## config.mk

```make
export PLATFORM = sky130hd
export DESIGN_NAME = vsmp_front
export DESIGN_NICKNAME = d
export VERILOG_FILES = /design/src/rtl/vsmp_pkg.sv /design/src/rtl/vsmp_front.sv
export SDC_FILE = /design/constraint.sdc
export NUM_CORES = 1
export LEC_CHECK = 0
export ABC_AREA = 1
export BUFFER_PORTS_ARGS = -buffer_cell sky130_fd_sc_hd__buf_4
export CORE_MARGIN = 4
export CORE_UTILIZATION = 50
export CTS_BUF_LIST = sky130_fd_sc_hd__clkbuf_4
export CTS_CLUSTER_SIZE = 16
export DETAILED_ROUTE_END_ITERATION = 16
export HOLD_SLACK_MARGIN = 0.05
export PLACE_DENSITY = 0.77
export SYNTH_ARGS = -nofsm -noshare
export SYNTH_HDL_FRONTEND = slang
export SYNTH_SLANG_ARGS = --single-unit
```

## constraint.sdc

```tcl
create_clock -name clk -period 3.3 [get_ports clk]
set_input_delay 0 -clock clk [delete_from_list [all_inputs] [get_ports clk]]
set_output_delay 0 -clock clk [all_outputs]
set_load 0.05 [all_outputs]
```

## src/rtl/vsmp_pkg.sv

```systemverilog
// vsmp_pkg: shared constants for the vector set-magnitude block.
// Used by every module in rtl/. No dependencies.
package vsmp_pkg;
	localparam int UNIT_SHIFT = 30;
	localparam int NORM_W = 31;       // normalized magnitudes < 2^30 (plus margin)
	localparam int LEN_W = 32;        // sqrt of sum of two squares < 2^61
	localparam int UNIT_W = 31;       // unit component <= 2^30
	localparam int QUEUE_DEPTH = 4;
	localparam int QUEUE_AW = 2;
endpackage

```

## src/rtl/vsmp_front.sv

```systemverilog
// vsmp_front: difference, magnitude split and normalizing shift.
// Depends on vsmp_pkg.
module vsmp_front #(
	parameter int VALUE_WIDTH = 32
) (
	input  logic                          clk,
	input  logic                          arst_n,
	input  logic                          in_valid,
	input  logic signed [VALUE_WIDTH-1:0] point_x,
	input  logic signed [VALUE_WIDTH-1:0] point_y,
	input  logic signed [VALUE_WIDTH-1:0] pivot_x,
	input  logic signed [VALUE_WIDTH-1:0] pivot_y,
	input  logic signed [VALUE_WIDTH-1:0] target_length,
	output logic                          out_valid,
	output logic [vsmp_pkg::NORM_W-1:0]   ax_out,
	output logic [vsmp_pkg::NORM_W-1:0]   ay_out,
	output logic                          negx_out,
	output logic                          negy_out,
	output logic                          zero_out,
	output logic [VALUE_WIDTH-1:0]        tmag_out,
	output logic                          tneg_out,
	output logic signed [VALUE_WIDTH-1:0] cx_out,
	output logic signed [VALUE_WIDTH-1:0] cy_out
);
	import vsmp_pkg::*;
	localparam int DW = VALUE_WIDTH + 1;
	localparam int SW = 6;

	logic signed [DW-1:0] dx, dy;
	logic [DW-1:0] ax, ay, m;
	logic [SW-1:0] msb;
	logic found;

	// stage 1 registers
	logic v_s1, negx_s1, negy_s1, zero_s1, tneg_s1;
	logic [DW-1:0] ax_s1, ay_s1;
	logic [SW-1:0] msb_s1;
	logic [VALUE_WIDTH-1:0] tmag_s1;
	logic signed [VALUE_WIDTH-1:0] cx_s1, cy_s1;

	assign dx = DW'(point_x) - DW'(pivot_x);
	assign dy = DW'(point_y) - DW'(pivot_y);
	assign ax = dx[DW-1] ? DW'(-dx) : DW'(dx);
	assign ay = dy[DW-1] ? DW'(-dy) : DW'(dy);
	assign m = (ax > ay) ? ax : ay;

	always_comb begin
		msb = '0;
		found = 1'b0;
		for (int i = DW - 1; i >= 0; i--) begin
			if (!found && m[i]) begin
				msb = SW'(i);
				found = 1'b1;
			end
		end
	end

	always_ff @(posedge clk or negedge arst_n) begin
		if (!arst_n) begin
			v_s1 <= 1'b0;
			out_valid <= 1'b0;
		end else begin
			v_s1 <= in_valid;
			out_valid <= v_s1;
		end
	end

	always_ff @(posedge clk) begin
		ax_s1 <= ax;
		ay_s1 <= ay;
		msb_s1 <= msb;
		negx_s1 <= dx[DW-1];
		negy_s1 <= dy[DW-1];
		zero_s1 <= (dx == '0) && (dy == '0);
		tneg_s1 <= target_length[VALUE_WIDTH-1];
		tmag_s1 <= target_length[VALUE_WIDTH-1] ? VALUE_WIDTH'(-target_length)
		                                        : VALUE_WIDTH'(target_length);
		cx_s1 <= pivot_x;
		cy_s1 <= pivot_y;
	end

	// shift so the larger magnitude has its top bit at position 29
	logic [DW+UNIT_SHIFT-1:0] wx, wy;
	always_comb begin
		wx = (DW+UNIT_SHIFT)'(ax_s1);
		wy = (DW+UNIT_SHIFT)'(ay_s1);
		if (msb_s1 >= SW'(UNIT_SHIFT - 1)) begin
			wx = wx >> (msb_s1 - SW'(UNIT_SHIFT - 1));
			wy = wy >> (msb_s1 - SW'(UNIT_SHIFT - 1));
		end else begin
			wx = wx << (SW'(UNIT_SHIFT - 1) - msb_s1);
			wy = wy << (SW'(UNIT_SHIFT - 1) - msb_s1);
		end
	end

	always_ff @(posedge clk) begin
		ax_out <= wx[NORM_W-1:0];
		ay_out <= wy[NORM_W-1:0];
		negx_out <= negx_s1;
		negy_out <= negy_s1;
		zero_out <= zero_s1;
		tmag_out <= tmag_s1;
		tneg_out <= tneg_s1;
		cx_out <= cx_s1;
		cy_out <= cy_s1;
	end
endmodule

```

==> key figures <==
Setup path
  – Top delay family on crit path: simple AND/OR/NAND/NOR gates
  – Buf+Inv Stages, Crit Path: 6
  – Most frequent cell on the critical path: nand2_1
  – FF-to-FF Start: msb_s1[1]$_SDFF_PP0_
  – Crit path to: msb_s1[0]$_SDFF_PP0_
  – Worst setup startpoint: pivot_x[6]
  – CP max stage cell: a21oi_1
  – Startpoint Class: primary input
  – Critical path depth in cells: between 40 and 50
  – CP peak stage delay: 0.29 ns
  – Crit path max fanout: 9
  – CP arrival: 5.80 ns
  – Setup CP Type: primary input to register
  – Reg2Reg Setup Slack: 0.42 ns
  – Reg-to-Reg End: ax_out[5]$_DFF_P_
  – CP required: 4.08 ns
  – Critical Path End Type: register
  – Reg2reg path depth: 11

Global route
  – Initial antenna violation count: 4
  – Vias in the first global route: about 28000
  – Tot GR Track Use: a little over a third
  – Grt ovf: 0
  – Met3 GRT Util: 6.65%
  – GR Util met1: about two fifths
  – Global route hottest layer: met2
  – First-pass GRT wire length: 142 mm
  – Met2 global-route usage: 60.9%
  – Largest net degree at the start of global routing: 88

Finish
  – Fillers: about 3300
  – Final Core Density: 77.6%
  – Area grow syn2layout: 52.5%
  – Final nets: 5041
  – Share of layout cells above drive strength 1: 28.2%

Logic synthesis
  – Area share of the leading cell type in the synthesized netlist: between 20 and 30%
  – Cell taking the most area after synthesis: dfxtp_1
  – Main flop type after synthesis: dfxtp_1
  – Most common cell in the netlist: nand2_1
  – Synthesis Warnings: 0
  – Seq/Total Area, Yosys: 29.7%
  – Commonest cells post-synth: nand2_1 (1077), inv_1 (497), nor2_1 (435), o21ai_0 (341), dfxtp_1 (334)
  – Seq cells post-synth: 336
  – Avg Cell Area, Syn: 6.20 µm²
  – Synth unique cells: 61
  – Post-synthesis cell count: 3654
  – Async SR Flop Fraction: 0.595%
  – Post-synth EDFFs: 0
  – Synth area leaders: dfxtp_1 (30%), nand2_1 (18%), inv_1 (8.2%)
  – Post-Syn Nets: 3924
  – Netlist Area Pre-Place: about 0.023 mm²

Pwr
  – Leak pwr: 17.8 nW
  – Power per cell area: 848 mW/mm²
  – Worst-case vdd ir drop: 0.931 mV

Clock network
  – Clock sinks: roughly 340
  – CTS H-tree lvls: 3
  – Clk_lat worst skew: slightly above 0.9 ns
  – CTS Buffer Depth: 3
  – Clock-pin slew on the worst setup and hold paths: ~0.08 ns
  – Root Driver: clkbuf_4
  – CTS tree: yes
  – Cts bufs inserted: 85

STA
  – Rel. slew slack: 48.3%
  – Final-report setup violation count: 5
  – Fmax: around 0.20 GHz
  – Worst hold slack: roughly 0.051 ns
  – RSZ-0062 raised after global routing: yes
  – Slew @ Worst Pin: 0.775 ns
  – Final Hold Viols: 0
  – Clock skew: 0.0814 ns
  – Pins Over Slew Limit: 0
  – Crit path time final: 5.02 ns
  – Fin crit share: 152%
  – PnR worst setup slack: -1.72 ns

Flow run
  – Max-Cap Viols: 0

Floorplanning
  – Die width: 221 µm
  – Starting Density: 50.9%
  – Height of the die: 221 µm
  – Row count: 77
  – Core Area: ~0.045 mm²
  – Die ar.: 0.0488 mm²
  – # IOs: between 300 and 400

Place
  – Routability congestion estimate from global placement: a little over 1
  – Placement Setup Slack: -2.57 ns
  – Number of buffers added on ports: 325
  – Dpl hpwl: 62.8 mm

Route
  – WL per Instance: about 17 µm
  – Detailed Routing Iterations Pass 1: 8
  – Detailed Route WL: a little over 90 mm
  – Via count: 28900
  – Iter 0 DRT Violations: between 2000 and 3000
  – Via density: 5.33
  – Routed Antenna Nets: 0
  – # DRC: 0

Status
  – Status: finished with violations
  – Failing checks: setup timing

Hold path
  – Min-Delay Path Class: primary input to register
[metal layers]
metal  routed length [µm]  vias up
met5                    0        -
met4                 5620        0
met3                 7110      417
met2                44200     1501
met1                35000    13100
li1                     -    13900
[cell families after synthesis]
family	synth area share, %
AOI/OAI and AO/OA	14.7
xor gates and xnor gates	3.32
adders and majority gates	5.98
and+or+nand+nor	34.9
muxes	0.751
DFF	29.7
buffers and inverters	10.7
[power by group]
group	leakage (nW)	total [mW]	internal [mW]	switching, mW
logic	14.3	20.5	7.22	13.3
clock network	0.601	3.57	1.69	1.88
registers	2.83	5.19	4.83	0.366
total	17.8	29.3	13.7	15.6
[tightest hold or removal path, stage by stage]
cell	delay [ns]
buf_4	0.08
ha_1	0.19
buf_4	0.13
nand2_1	0.04
nand2_1	0.07
buf_4	0.10
nand2_1	0.05
nand2_2	0.08
inv_2	0.06
buf_4	0.13
[registers in the layout, indices dropped and copies added, names as in the netlist]
signal / flops
ax_s1: 33
ay_s1: 33
cx_out: 32
cx_s1: 32
cy_out: 32
cy_s1: 32
tmag_out: 32
tmag_s1: 32
ax_out: 31
ay_out: 31
msb_s1: 6
negx_out: 1
negx_s1: 1
negy_out: 1
negy_s1: 1
out_valid: 1
tneg_out: 1
tneg_s1: 1
v_s1: 1
zero_out: 1
zero_s1: 1
[through the flow]
stage	setup TNS (ns)	cells	cell area [µm²]	total power, mW
4_1_cts	-6.19	5405	33800	28.0
2_1_floorplan	-8.50	3654	22900	17.0
5_1_grt	-9.26	5425	34500	31.2
3_3_place_gp	-12.11	4952	29400	23.5
6_report	-7.71	5425	34500	29.3
3_5_place_dp	-12.70	4952	29400	23.6
[layout make-up]
cell class / instances / area, µm² / share of cell area [%]
multi-input combinational: 2677 / 14700 / 42.5
timing repair buffer: 1151 / 9380 / 27.2
sequential: 336 / 6740 / 19.5
inverter: 519 / 1980 / 5.72
clock buffer: 114 / 856 / 2.48
tap: 592 / 741 / 2.14
clock inverter: 31 / 171 / 0.496
antenna: 4 / 10.0 / 0.0290
timing repair inverter: 1 / 7.51 / 0.0217
[how the worst min path moves through the flow]
stage	from	endpoint	slack, ns	cells after the start
global route	point_x[24]	ax_s1[24]$_DFF_P_	0.09	8
finish	point_x[27]	ax_s1[27]$_DFF_P_	0.05	10
floorplan	arst_n	out_valid$_DFF_PN0_	-0.30	0
global placement	arst_n	out_valid$_DFF_PN0_	-0.22	1
detailed placement	arst_n	v_s1$_DFF_PN0_	-0.22	1
CTS	point_x[27]	ax_s1[27]$_DFF_P_	0.05	10
[placed cells by master, fill, tap and decap left out, drive strengths merged, types with 105 or more instances in the layout]
| master | instances |
|---|---|
| nand2 | 1109 |
| buf | 910 |
| inv | 515 |
| nor2 | 463 |
| o21ai | 351 |
| dfxtp | 334 |
| dlygate4sd3 | 241 |
| nand3 | 169 |
| clkbuf | 114 |
| ha | 105 |
[what timing repair did]
| action | CTS | global route |
|---|---|---|
| hold buffers | 240 | 1 |
| gates resized for setup | 111 | 131 |
| setup endpoints to repair | 5 | 17 |
| gates cloned | 1 | 0 |
| buffers inserted | 68 | 15 |
| pin swaps | 63 | 37 |
| hold endpoints to repair | 116 | 1 |
Power figures use the tool's default switching activity.
