<file path="src/rtl/vsmp_pkg.sv">
// vsmp_pkg: shared constants for the vector set-magnitude block.
// Used by every module in rtl/. No dependencies.
package vsmp_pkg;
	localparam int UNIT_SHIFT = 30;
	localparam int NORM_W = 31;       // normalized magnitudes < 2^30 (plus margin)
	localparam int LEN_W = 32;        // sqrt of sum of two squares < 2^61
	localparam int UNIT_W = 31;       // unit component <= 2^30
	localparam int QUEUE_DEPTH = 4;
	localparam int QUEUE_AW = 2;
endpackage

</file>
<file path="src/rtl/vsmp_queue.sv">
// vsmp_queue: short FIFO between front and back parts.
// Depends on vsmp_pkg.
module vsmp_queue #(
	parameter int WIDTH = 8
) (
	input  logic             clk,
	input  logic             arst_n,
	input  logic             push,
	input  logic [WIDTH-1:0] push_data,
	input  logic             pop,
	output logic             not_empty,
	output logic [WIDTH-1:0] pop_data
);
	import vsmp_pkg::*;
	logic [WIDTH-1:0] mem [QUEUE_DEPTH];
	logic [QUEUE_AW-1:0] wr_q, rd_q;
	logic [QUEUE_AW:0] cnt_q;

	assign not_empty = cnt_q != '0;
	assign pop_data = mem[rd_q];

	always_ff @(posedge clk) begin
		if (push) mem[wr_q] <= push_data;
	end

	always_ff @(posedge clk or negedge arst_n) begin
		if (!arst_n) begin
			wr_q <= '0;
			rd_q <= '0;
			cnt_q <= '0;
		end else begin
			if (push) wr_q <= wr_q + 1'b1;
			if (pop) rd_q <= rd_q + 1'b1;
			cnt_q <= cnt_q + (QUEUE_AW+1)'(push) - (QUEUE_AW+1)'(pop);
		end
	end

	no_overflow: assert property (@(posedge clk) disable iff (!arst_n)
		(cnt_q == (QUEUE_AW+1)'(QUEUE_DEPTH)) |-> (!push || pop))
		else $error("queue overflow");
	no_underflow: assert property (@(posedge clk) disable iff (!arst_n)
		pop |-> not_empty) else $error("queue underflow");
	count_step: assert property (@(posedge clk) disable iff (!arst_n)
		(push && !pop) |=> cnt_q == $past(cnt_q) + 1'b1) else $error("count slip");
endmodule

</file>
<file path="config.mk">
export PLATFORM = sky130hd
export DESIGN_NAME = vsmp_queue
export DESIGN_NICKNAME = d
export VERILOG_FILES = /design/src/rtl/vsmp_pkg.sv /design/src/rtl/vsmp_queue.sv
export SDC_FILE = /design/constraint.sdc
export NUM_CORES = 1
export LEC_CHECK = 0
export ABC_AREA = 1
export BUFFER_PORTS_ARGS = -buffer_cell sky130_fd_sc_hd__clkbuf_2
export CAP_MARGIN = 20
export CORE_MARGIN = 2
export CORE_UTILIZATION = 64
export CTS_BUF_LIST = sky130_fd_sc_hd__clkbuf_8
export DETAILED_ROUTE_END_ITERATION = 16
export PLACE_DENSITY = 0.91
export SYNTH_ARGS = -nofsm -noshare
export SYNTH_HDL_FRONTEND = slang
export SYNTH_SLANG_ARGS = --single-unit
</file>
<file path="constraint.sdc">
create_clock -name clk -period 5 [get_ports clk]
set_clock_uncertainty 0.15 [all_clocks]
set_input_delay 1 -clock clk [delete_from_list [all_inputs] [get_ports clk]]
set_output_delay 1 -clock clk [all_outputs]
set_load 0.1 [all_outputs]
</file>
==> run_results.csv, run 1 <==
group,metric,value,unit
status,status,"finished, final reports clean",
yosys,netlist_area,0.00180,mm^2
clocking,h-tree-depth,2,
critical_path,cpMostUsedCell,"nand2_1",
yosys,yosys_register_bits,39,
floorplanning,start_util,0.663,
yosys,synth_top_area_share,0.534,
clocking,clock_path_buffers,2,
timing,tightestPinTransition,0.694,ns
drt,avgRoutedWirePerCell,13.7,um
floorplanning,die_h,57.0,um
critical_path,crit_type,"reg2out",
yosys,syn_avg_cell_area,10.6,um^2
timing,hold_viol,0,
timing,fin_crit,3.13,ns
yosys,yosys.area.top_type,"edfxtp_1",
clocking,cts_buffers,5,
drt,ant_nets,0,
place,gp_congestion,0.800,
floorplanning,rows,19,
clocking,cts-root-buf,"clkbuf_8",
global_route,grt_pass1_vias,1184,
drt,routed_wirelength,3060,um
global_route,gr-usage-all-layers,0.217,
timing,tns,0,ns
yosys,ys_warn_count,0,
critical_path,slowest_stage,"dfrtp_1",
floorplanning,core_area,0.00271,mm^2
place,portBuffers,20,
global_route,grt_max_degree,20,
clocking,cts_hold_buffers,0,
finish,final_cell_mix,"44 x inv_1, 43 x nand2_1, 32 x edfxtp_1",
drt,drtIter0Drc,48,
finish,synthToLayoutAreaGrowth,9.88,%
timing,rsz0062_at_grt,"no",
clocking,postCtsSetupRepairBufs,0,
place,placed_area,0.00188,mm^2
timing,max_slew_margin,0.537,
critical_path,crit_required,3.85,ns
floorplanning,die_w,57.0,um
drt,drcViolationCount,0,
place,pre_cts_ws,2.20,ns
yosys,ys_top_cells_by_area,"edfxtp_1 53%, dfrtp_1 9.7%, inv_1 9.0%",
global_route,grt_overflow,0,
timing,setup_viol,0,
finish,drive_gt1_frac,0.192,
clocking,numClockSinks,39,
timing,fmax,0.320,GHz
drt,viasPerCell,5.08,
finish,num_antenna_cells,0,
place,hpwl,2290,um
critical_path,slowest_delay,0.79,ns
yosys,netlist_instances,170,
drt,vias,1137,
global_route,grt_pass1_wl,5000,um
critical_path,cp_max_fo,19,
floorplanning,io_pins,21,
finish,layout.nets,211,
timing,layout_setup_ws,1.87,ns
clocking,cts_tree,"done",
critical_path,cp-start-kind,"flop",
critical_path,path_delay_family,"flip-flops",
timing,period_share,0.625,
worst_hold_path,hold_path.class,"in2async",
clocking,cts.clk_slew.worst_paths,0.07,ns
clocking,post_cts_resized,0,
drt,first_pass_iters,4,
critical_path,crit_chain,"inv_6, nand2_1, nand3_1, nand2_1, clkbuf_2",
clocking,clock_latency,0.29,ns
timing,final_max_slew_viol_count,0,
critical_path,critPathCaptureType,"output port",
yosys,ys_seq_area_frac,0.632,
yosys,synth_nets,189,
critical_path,critical_path_buf_inv_count,2,
finish,final_common_cell,"inv_1",
flow_run,cap_viol_max_count,0,
yosys,ys_types,17,
global_route,antenna_found_initial,0,
floorplanning,die_area,0.00325,mm^2
critical_path,arrival,1.98,ns
finish,final_area,0.00198,mm^2
-- area by class of cell --
| class | count | area, um^2 |
|---|---|---|
| clock buffer | 6 | 82.6 |
| clock inverter | 2 | 8.76 |
| fill | 198 | 734 |
| inverter | 45 | 174 |
| multi-input combinational | 81 | 435 |
| sequential | 39 | 1140 |
| tap | 31 | 38.8 |
| timing repair buffer | 20 | 100 |
-- stage by stage --
stage / util / instances / hold slack [ns]
after floorplan: - / 170 / 0.344
after global placement: 0.695 / 216 / 0.357
after detailed placement: 0.695 / 216 / 0.392
after CTS: 0.729 / 224 / 0.383
after global routing: 0.729 / 224 / 0.389
final: 0.729 / 224 / 0.384
-- final timing paths --
check                          from           to  slack (ns)  cells past startpoint
max in group asynchronous    arst_n     cnt_q[0]        4.15                      1
hold / removal               arst_n      rd_q[0]        0.38                      1
setup / recovery            rd_q[0]  pop_data[2]        1.87                      5
min in group clk            wr_q[0]      wr_q[0]        0.40                      1
hold reg to reg             wr_q[0]      wr_q[0]        0.40                      1
setup reg to reg           cnt_q[0]     cnt_q[2]        3.26                      7
-- synth_stat cells --
master / number
inv_6: 1
ha_1: 6
buf_6: 2
edfxtp_1: 32
dfrtp_1: 7
clkbuf_2: 1
nand2_1: 43
inv_1: 43
fa_1: 1
nand2_2: 8
buf_12: 1
nand3_1: 18
o21ai_1: 1
xor2_1: 3
nand3b_1: 1
inv_2: 1
buf_2: 1
-- state kept, by name (all words and copies together) (netlist names) --
name and count:
mem 32, cnt_q 3, rd_q 2, wr_q 2
-- cell families (layout without fill, tap and decap cells) --
group           after synthesis  in the layout  synth area share
compound gates                1              1           0.00278
xor+xnor                      3              3            0.0146
fa+ha+maj                     7              7            0.0529
buf+inv                      50             73             0.126
flops                        39             39             0.632
simple gates                 70             70             0.172
-- per-layer routing --
| layer | vias up | GRT usage | part of all wire |
|---|---|---|---|
| met2 | 27 | 0.401 | 0.57 |
| met1 | 536 | 0.225 | 0.35 |
| met4 | 0 | 0.0897 | 0.023 |
| met5 | - | 0 | 0 |
| met3 | 8 | 0.0680 | 0.054 |
| li1 | 566 | - | - |
Power of run 1 is left out: the tool's default activity adds up to more than one toggle a clock period on the data nets, which glitch-free logic cannot reach.
==> run 2: changes to the inputs <==
--- a/config.mk
+++ b/config.mk
@@ -5,14 +5,14 @@
 export SDC_FILE = /design/constraint.sdc
 export NUM_CORES = 1
 export LEC_CHECK = 0
-export ABC_AREA = 1
+export ABC_AREA = 0
 export BUFFER_PORTS_ARGS = -buffer_cell sky130_fd_sc_hd__clkbuf_2
 export CAP_MARGIN = 20
 export CORE_MARGIN = 2
-export CORE_UTILIZATION = 64
+export CORE_UTILIZATION = 58
 export CTS_BUF_LIST = sky130_fd_sc_hd__clkbuf_8
 export DETAILED_ROUTE_END_ITERATION = 16
-export PLACE_DENSITY = 0.91
+export PLACE_DENSITY = 0.85
 export SYNTH_ARGS = -nofsm -noshare
 export SYNTH_HDL_FRONTEND = slang
 export SYNTH_SLANG_ARGS = --single-unit
==> constraint.sdc (replaced) <==
create_clock -name clk -period 3.2 [get_ports clk]
set_clock_uncertainty 0.15 [all_clocks]
set_input_delay 0.64 -clock clk [delete_from_list [all_inputs] [get_ports clk]]
set_output_delay 0.64 -clock clk [all_outputs]
set_load 0.1 [all_outputs]
==> run_results.csv, run 2 <==
group,metric,value,unit
finish,largest-register,"mem",
timing,layout_setup_ws,0.456,ns
yosys,netlist_area,0.00154,mm^2
timing,final_max_slew_viol_count,0,
place,gp_congestion,0.666,
floorplanning,die_h,55.5,um
timing,setup_viol,0,
floorplanning,die_area,0.00308,mm^2
yosys,synth_nets,94,
yosys,synth_top_cells_by_count,"32 x edfxtp_1, 8 x mux4_2, 7 x dfrtp_1",
worst_hold_path,hold_path.class,"in2async",
global_route,grt_max_degree,12,
drt,avgRoutedWirePerCell,16.4,um
place,pre_cts_ws,0.709,ns
critical_path,crit_type,"reg2out",
global_route,grt_overflow,0,
timing,tightestPinTransition,0.568,ns
floorplanning,io_pins,21,
critical_path,slowest_delay,0.70,ns
finish,fillers,147,
drt,viasPerCell,5.32,
floorplanning,rows,18,
critical_path,rrSetupSlack,1.42,ns
place,portBuffers,20,
clocking,clock_latency,0.28,ns
yosys,ys_types,14,
timing,fmax,0.364,GHz
critical_path,cp-start-kind,"flop",
finish,seq_area,0.00114,mm^2
drt,routed_wirelength,2150,um
drt,vias,697,
global_route,antenna_found_initial,0,
yosys,ys_warn_count,0,
critical_path,r2r-start,"cnt_q[0]",
timing,rsz0062_at_grt,"no",
floorplanning,start_util,0.615,
global_route,gr-usage-all-layers,0.167,
finish,final_cell_mix,"32 x edfxtp_1, 20 x clkbuf_2, 8 x mux4_2, 8 x inv_1, 7 x dfrtp_1",
place,hpwl,1550,um
status,status,"finished, final reports clean",
clocking,cts-root-buf,"clkbuf_8",
yosys,synth_edf_count,32,
yosys,ys_top_cells_by_area,"edfxtp_1 62%, mux4_2 12%, dfrtp_1 11%",
global_route,grt_pass1_wl,3650,um
floorplanning,die_w,55.5,um
yosys,synth_top_area_share,0.625,
critical_path,crit_chain,"mux4_2, clkbuf_2",
floorplanning,core_area,0.00250,mm^2
yosys,netlist_instances,75,
clocking,cts_tree,"done",
clocking,numClockSinks,39,
clocking,post_cts_resized,0,
clocking,cts_hold_buffers,0,
clocking,h-tree-depth,2,
clocking,clock_path_buffers,2,
drt,first_pass_iters,3,
critical_path,slowest_stage,"dfrtp_1",
finish,synthToLayoutAreaGrowth,13.2,%
critical_path,path_delay_family,"flip-flops",
critical_path,critical_path_buf_inv_count,1,
timing,hold_viol,0,
finish,drive_gt1_frac,0.337,
flow_run,cap_viol_max_count,0,
yosys,ys_seq_area_frac,0.739,
finish,num_antenna_cells,0,
finish,largest_register_ff_count,32,
finish,final_common_cell,"edfxtp_1",
critical_path,cp_max_fo,10,
drt,ant_nets,0,
yosys,syn_avg_cell_area,20.5,um^2
critical_path,crit_required,2.41,ns
timing,max_slew_margin,0.621,
global_route,grt_pass1_vias,780,
yosys,synth_flop_cell,"edfxtp_1",
critical_path,r2r_end,"cnt_q[2]",
drt,drtIter0Drc,17,
timing,tns,0,ns
drt,drcViolationCount,0,
finish,layout.nets,119,
yosys,synth.most_common_cell,"edfxtp_1",
timing,fin_crit,2.74,ns
critical_path,rr_worst_depth,7,
clocking,cts_buffers,5,
critical_path,arrival,1.95,ns
yosys,async_reset_ff_frac,0.179,
finish,multi_input_area,363,um^2
timing,period_share,0.857,
critical_path,critPathCaptureType,"output port",
clocking,postCtsSetupRepairBufs,0,
yosys,yosys.area.top_type,"edfxtp_1",
yosys,yosys_register_bits,39,
clocking,cts.clk_slew.worst_paths,0.06,ns
finish,reg_top3,"mem: 32 flops, cnt_q: 3 flops",
==> run 2: worst max-delay path by stage <==
| stage | cells after the start | endpoint | from |
|---|---|---|---|
| after floorplan | 2 | pop_data[0] | rd_q[0] |
| final | 2 | pop_data[7] | rd_q[0] |
| after CTS | 2 | pop_data[7] | rd_q[0] |
| after global routing | 2 | pop_data[7] | rd_q[0] |
| after global placement | 2 | pop_data[7] | rd_q[0] |
| after detailed placement | 2 | pop_data[7] | rd_q[0] |
==> run 2: metrics by stage <==
stage / area (um^2) / utilization / hold WS (ns) / instances
after floorplan: 1540 / - / 0.194 / 75
after global placement: 1660 / 0.664 / 0.335 / 123
after detailed placement: 1660 / 0.664 / 0.335 / 123
after CTS: 1740 / 0.696 / 0.0331 / 131
after global routing: 1740 / 0.696 / 0.0331 / 131
final: 1740 / 0.696 / 0.0307 / 131
==> run 2: logic make-up after synthesis <==
family,count (synthesis),share of synthesized area
multiplexers,8,0.117
XOR/XNOR,5,0.0285
AND/OR/NAND/NOR,7,0.0252
AO/OA/AOI/OAI,1,0.00325
buffers and inverters,8,0.0252
flip-flops,39,0.739
adder cells (fa/ha/maj),7,0.0618
==> run 2: area by class of cell <==
class | instances | area share
clock inverters | 3 | 0.00719
inverters | 6 | 0.0129
well taps | 30 | 0.0216
multi-input cells | 28 | 0.208
clock buffers | 5 | 0.0395
flip-flops and latches | 39 | 0.653
repair buffers | 20 | 0.0575
==> run 2: routing by layer <==
layer  track usage  wire length [um]  share of wire
met1         0.202               909           0.42
met2         0.265              1110           0.52
met3        0.0726                96          0.045
met4        0.0627                31          0.014
met5             0                 0              0
Power of run 2 is left out for the same reason.
==> run 3: changes to the inputs <==
--- a/config.mk
+++ b/config.mk
@@ -9,10 +9,10 @@
 export BUFFER_PORTS_ARGS = -buffer_cell sky130_fd_sc_hd__clkbuf_2
 export CAP_MARGIN = 20
 export CORE_MARGIN = 2
-export CORE_UTILIZATION = 58
+export CORE_UTILIZATION = 45
 export CTS_BUF_LIST = sky130_fd_sc_hd__clkbuf_8
 export DETAILED_ROUTE_END_ITERATION = 16
-export PLACE_DENSITY = 0.85
+export PLACE_DENSITY = 0.7
 export SYNTH_ARGS = -nofsm -noshare
 export SYNTH_HDL_FRONTEND = slang
 export SYNTH_SLANG_ARGS = --single-unit
==> run_results.csv, run 3 (synthesis results as in run 2) <==
group,metric,value,unit
finish,reg_top3,"mem: 32 flops, cnt_q: 3 flops",
place,portBuffers,20,
drt,wl_met1,867,um
critical_path,critical_path_buf_inv_count,1,
timing,fin_crit,2.77,ns
finish,drive_gt1_frac,0.347,
floorplanning,die_w,62.5,um
critical_path,slowest_delay,0.72,ns
clocking,cts_tree,"done",
place,gp_congestion,0.692,
critical_path,setup.worst_path.end,"pop_data[6]",
critical_path,path_delay_family,"flip-flops",
floorplanning,core_area,0.00331,mm^2
clocking,cts_hold_buffers,0,
drt,drtIter0Drc,25,
global_route,grt_overflow,0,
timing,tightestPinTransition,0.582,ns
critical_path,startpoint,"rd_q[0]",
finish,seq_area,0.00114,mm^2
status,status,"finished, final reports clean",
drt,top_layer,"met4",
critical_path,r2r_end,"cnt_q[2]",
timing,fmax,0.362,GHz
drt,ant_nets,0,
floorplanning,rows,21,
timing,rsz0062_at_grt,"no",
global_route,grt_max_degree,13,
drt,drcViolationCount,0,
global_route,gr-usage-all-layers,0.134,
critical_path,arrival,1.98,ns
clocking,numClockSinks,39,
timing,tns,0,ns
critical_path,cp_max_fo,10,
clocking,postCtsSetupRepairBufs,0,
drt,vias,702,
critical_path,crit_cells,2,
critical_path,critPathCaptureType,"output port",
drt,wl_met2,1200,um
timing,max_slew_margin,0.612,
finish,final_common_cell,"edfxtp_1",
timing,hold_viol,0,
critical_path,cp-start-kind,"flop",
timing,final_max_slew_viol_count,0,
drt,avgRoutedWirePerCell,15.0,um
finish,largest_register_ff_count,32,
critical_path,slowest_stage,"dfrtp_1",
finish,synthToLayoutAreaGrowth,17.8,%
global_route,grt_pass1_wl,3640,um
floorplanning,start_util,0.464,
timing,setup_viol,0,
worst_hold_path,hold_path.class,"in2async",
drt,viasPerCell,4.78,
timing,period_share,0.864,
floorplanning,die_area,0.00390,mm^2
clocking,post_cts_resized,0,
place,hpwl,1540,um
global_route,antenna_found_initial,0,
clocking,cts-root-buf,"clkbuf_8",
flow_run,cap_viol_max_count,0,
critical_path,rr_worst_depth,7,
drt,first_pass_iters,4,
finish,layout.nets,119,
drt,wl_met3,98,um
floorplanning,die_h,62.5,um
floorplanning,io_pins,21,
global_route,grt_pass1_vias,754,
clocking,h-tree-depth,2,
critical_path,rrSetupSlack,1.36,ns
clocking,cts_buffers,5,
clocking,cts.clk_slew.worst_paths,0.07,ns
clocking,clock_latency,0.29,ns
finish,fillers,286,
finish,num_antenna_cells,0,
finish,multi_input_area,363,um^2
critical_path,crit_required,2.41,ns
critical_path,r2r-start,"cnt_q[0]",
finish,final_cell_mix,"32 x edfxtp_1, 20 x clkbuf_2, 8 x mux4_2",
finish,largest-register,"mem",
drt,routed_wirelength,2210,um
critical_path,crit_type,"reg2out",
clocking,clock_path_buffers,2,
critical_path,crit_chain,"mux4_2, clkbuf_2",
==> run 3: cell count changes in the layout (fill, tap and decap cells not counted), sizes merged <==
cell,change
clkinv,-1
inv,-1
bufinv,+2
==> run 3: metrics by stage <==
step	worst slack (ns)	instance area (um^2)	cells	hold WS, ns	util
floorplan	1.15	1540	75	0.194	-
global placement	0.726	1680	139	0.338	0.507
detailed placement	0.711	1680	139	0.339	0.507
CTS	0.389	1810	147	0.0241	0.547
global route	0.304	1810	147	0.0264	0.547
finish	0.435	1810	147	0.0259	0.547
==> run 3: worst min-delay path by stage <==
stage | to | slack (ns)
after floorplan | cnt_q[0] | 0.19
final | rd_q[1] | 0.03
after CTS | rd_q[0] | 0.02
after global routing | rd_q[1] | 0.03
after global placement | cnt_q[1] | 0.34
after detailed placement | rd_q[0] | 0.34
==> run 3: final cells by class <==
class                   instances  share of cell area
repair buffers                 20              0.0552
clock buffers                   5              0.0380
multi-input cells              28               0.200
flip-flops and latches         39               0.627
well taps                      46              0.0318
inverters                       6              0.0124
clock inverters                 3              0.0352
==> run 3: worst reg2reg max path, cell delays in order, from the launching register on <==
cell and delay [ns]:
dfrtp_1 0.35, inv_1 0.05, ha_1 0.26, inv_1 0.04, ha_1 0.19, fa_1 0.39
xnor2_1 0.21, xnor2_1 0.14
==> run 3: layer usage <==
layer,GRT usage,vias up
li1,-,328
met1,0.141,355
met2,0.226,15
met3,0.0595,4
met4,0.0750,0
met5,0,-
Power of run 3 is left out for the same reason.
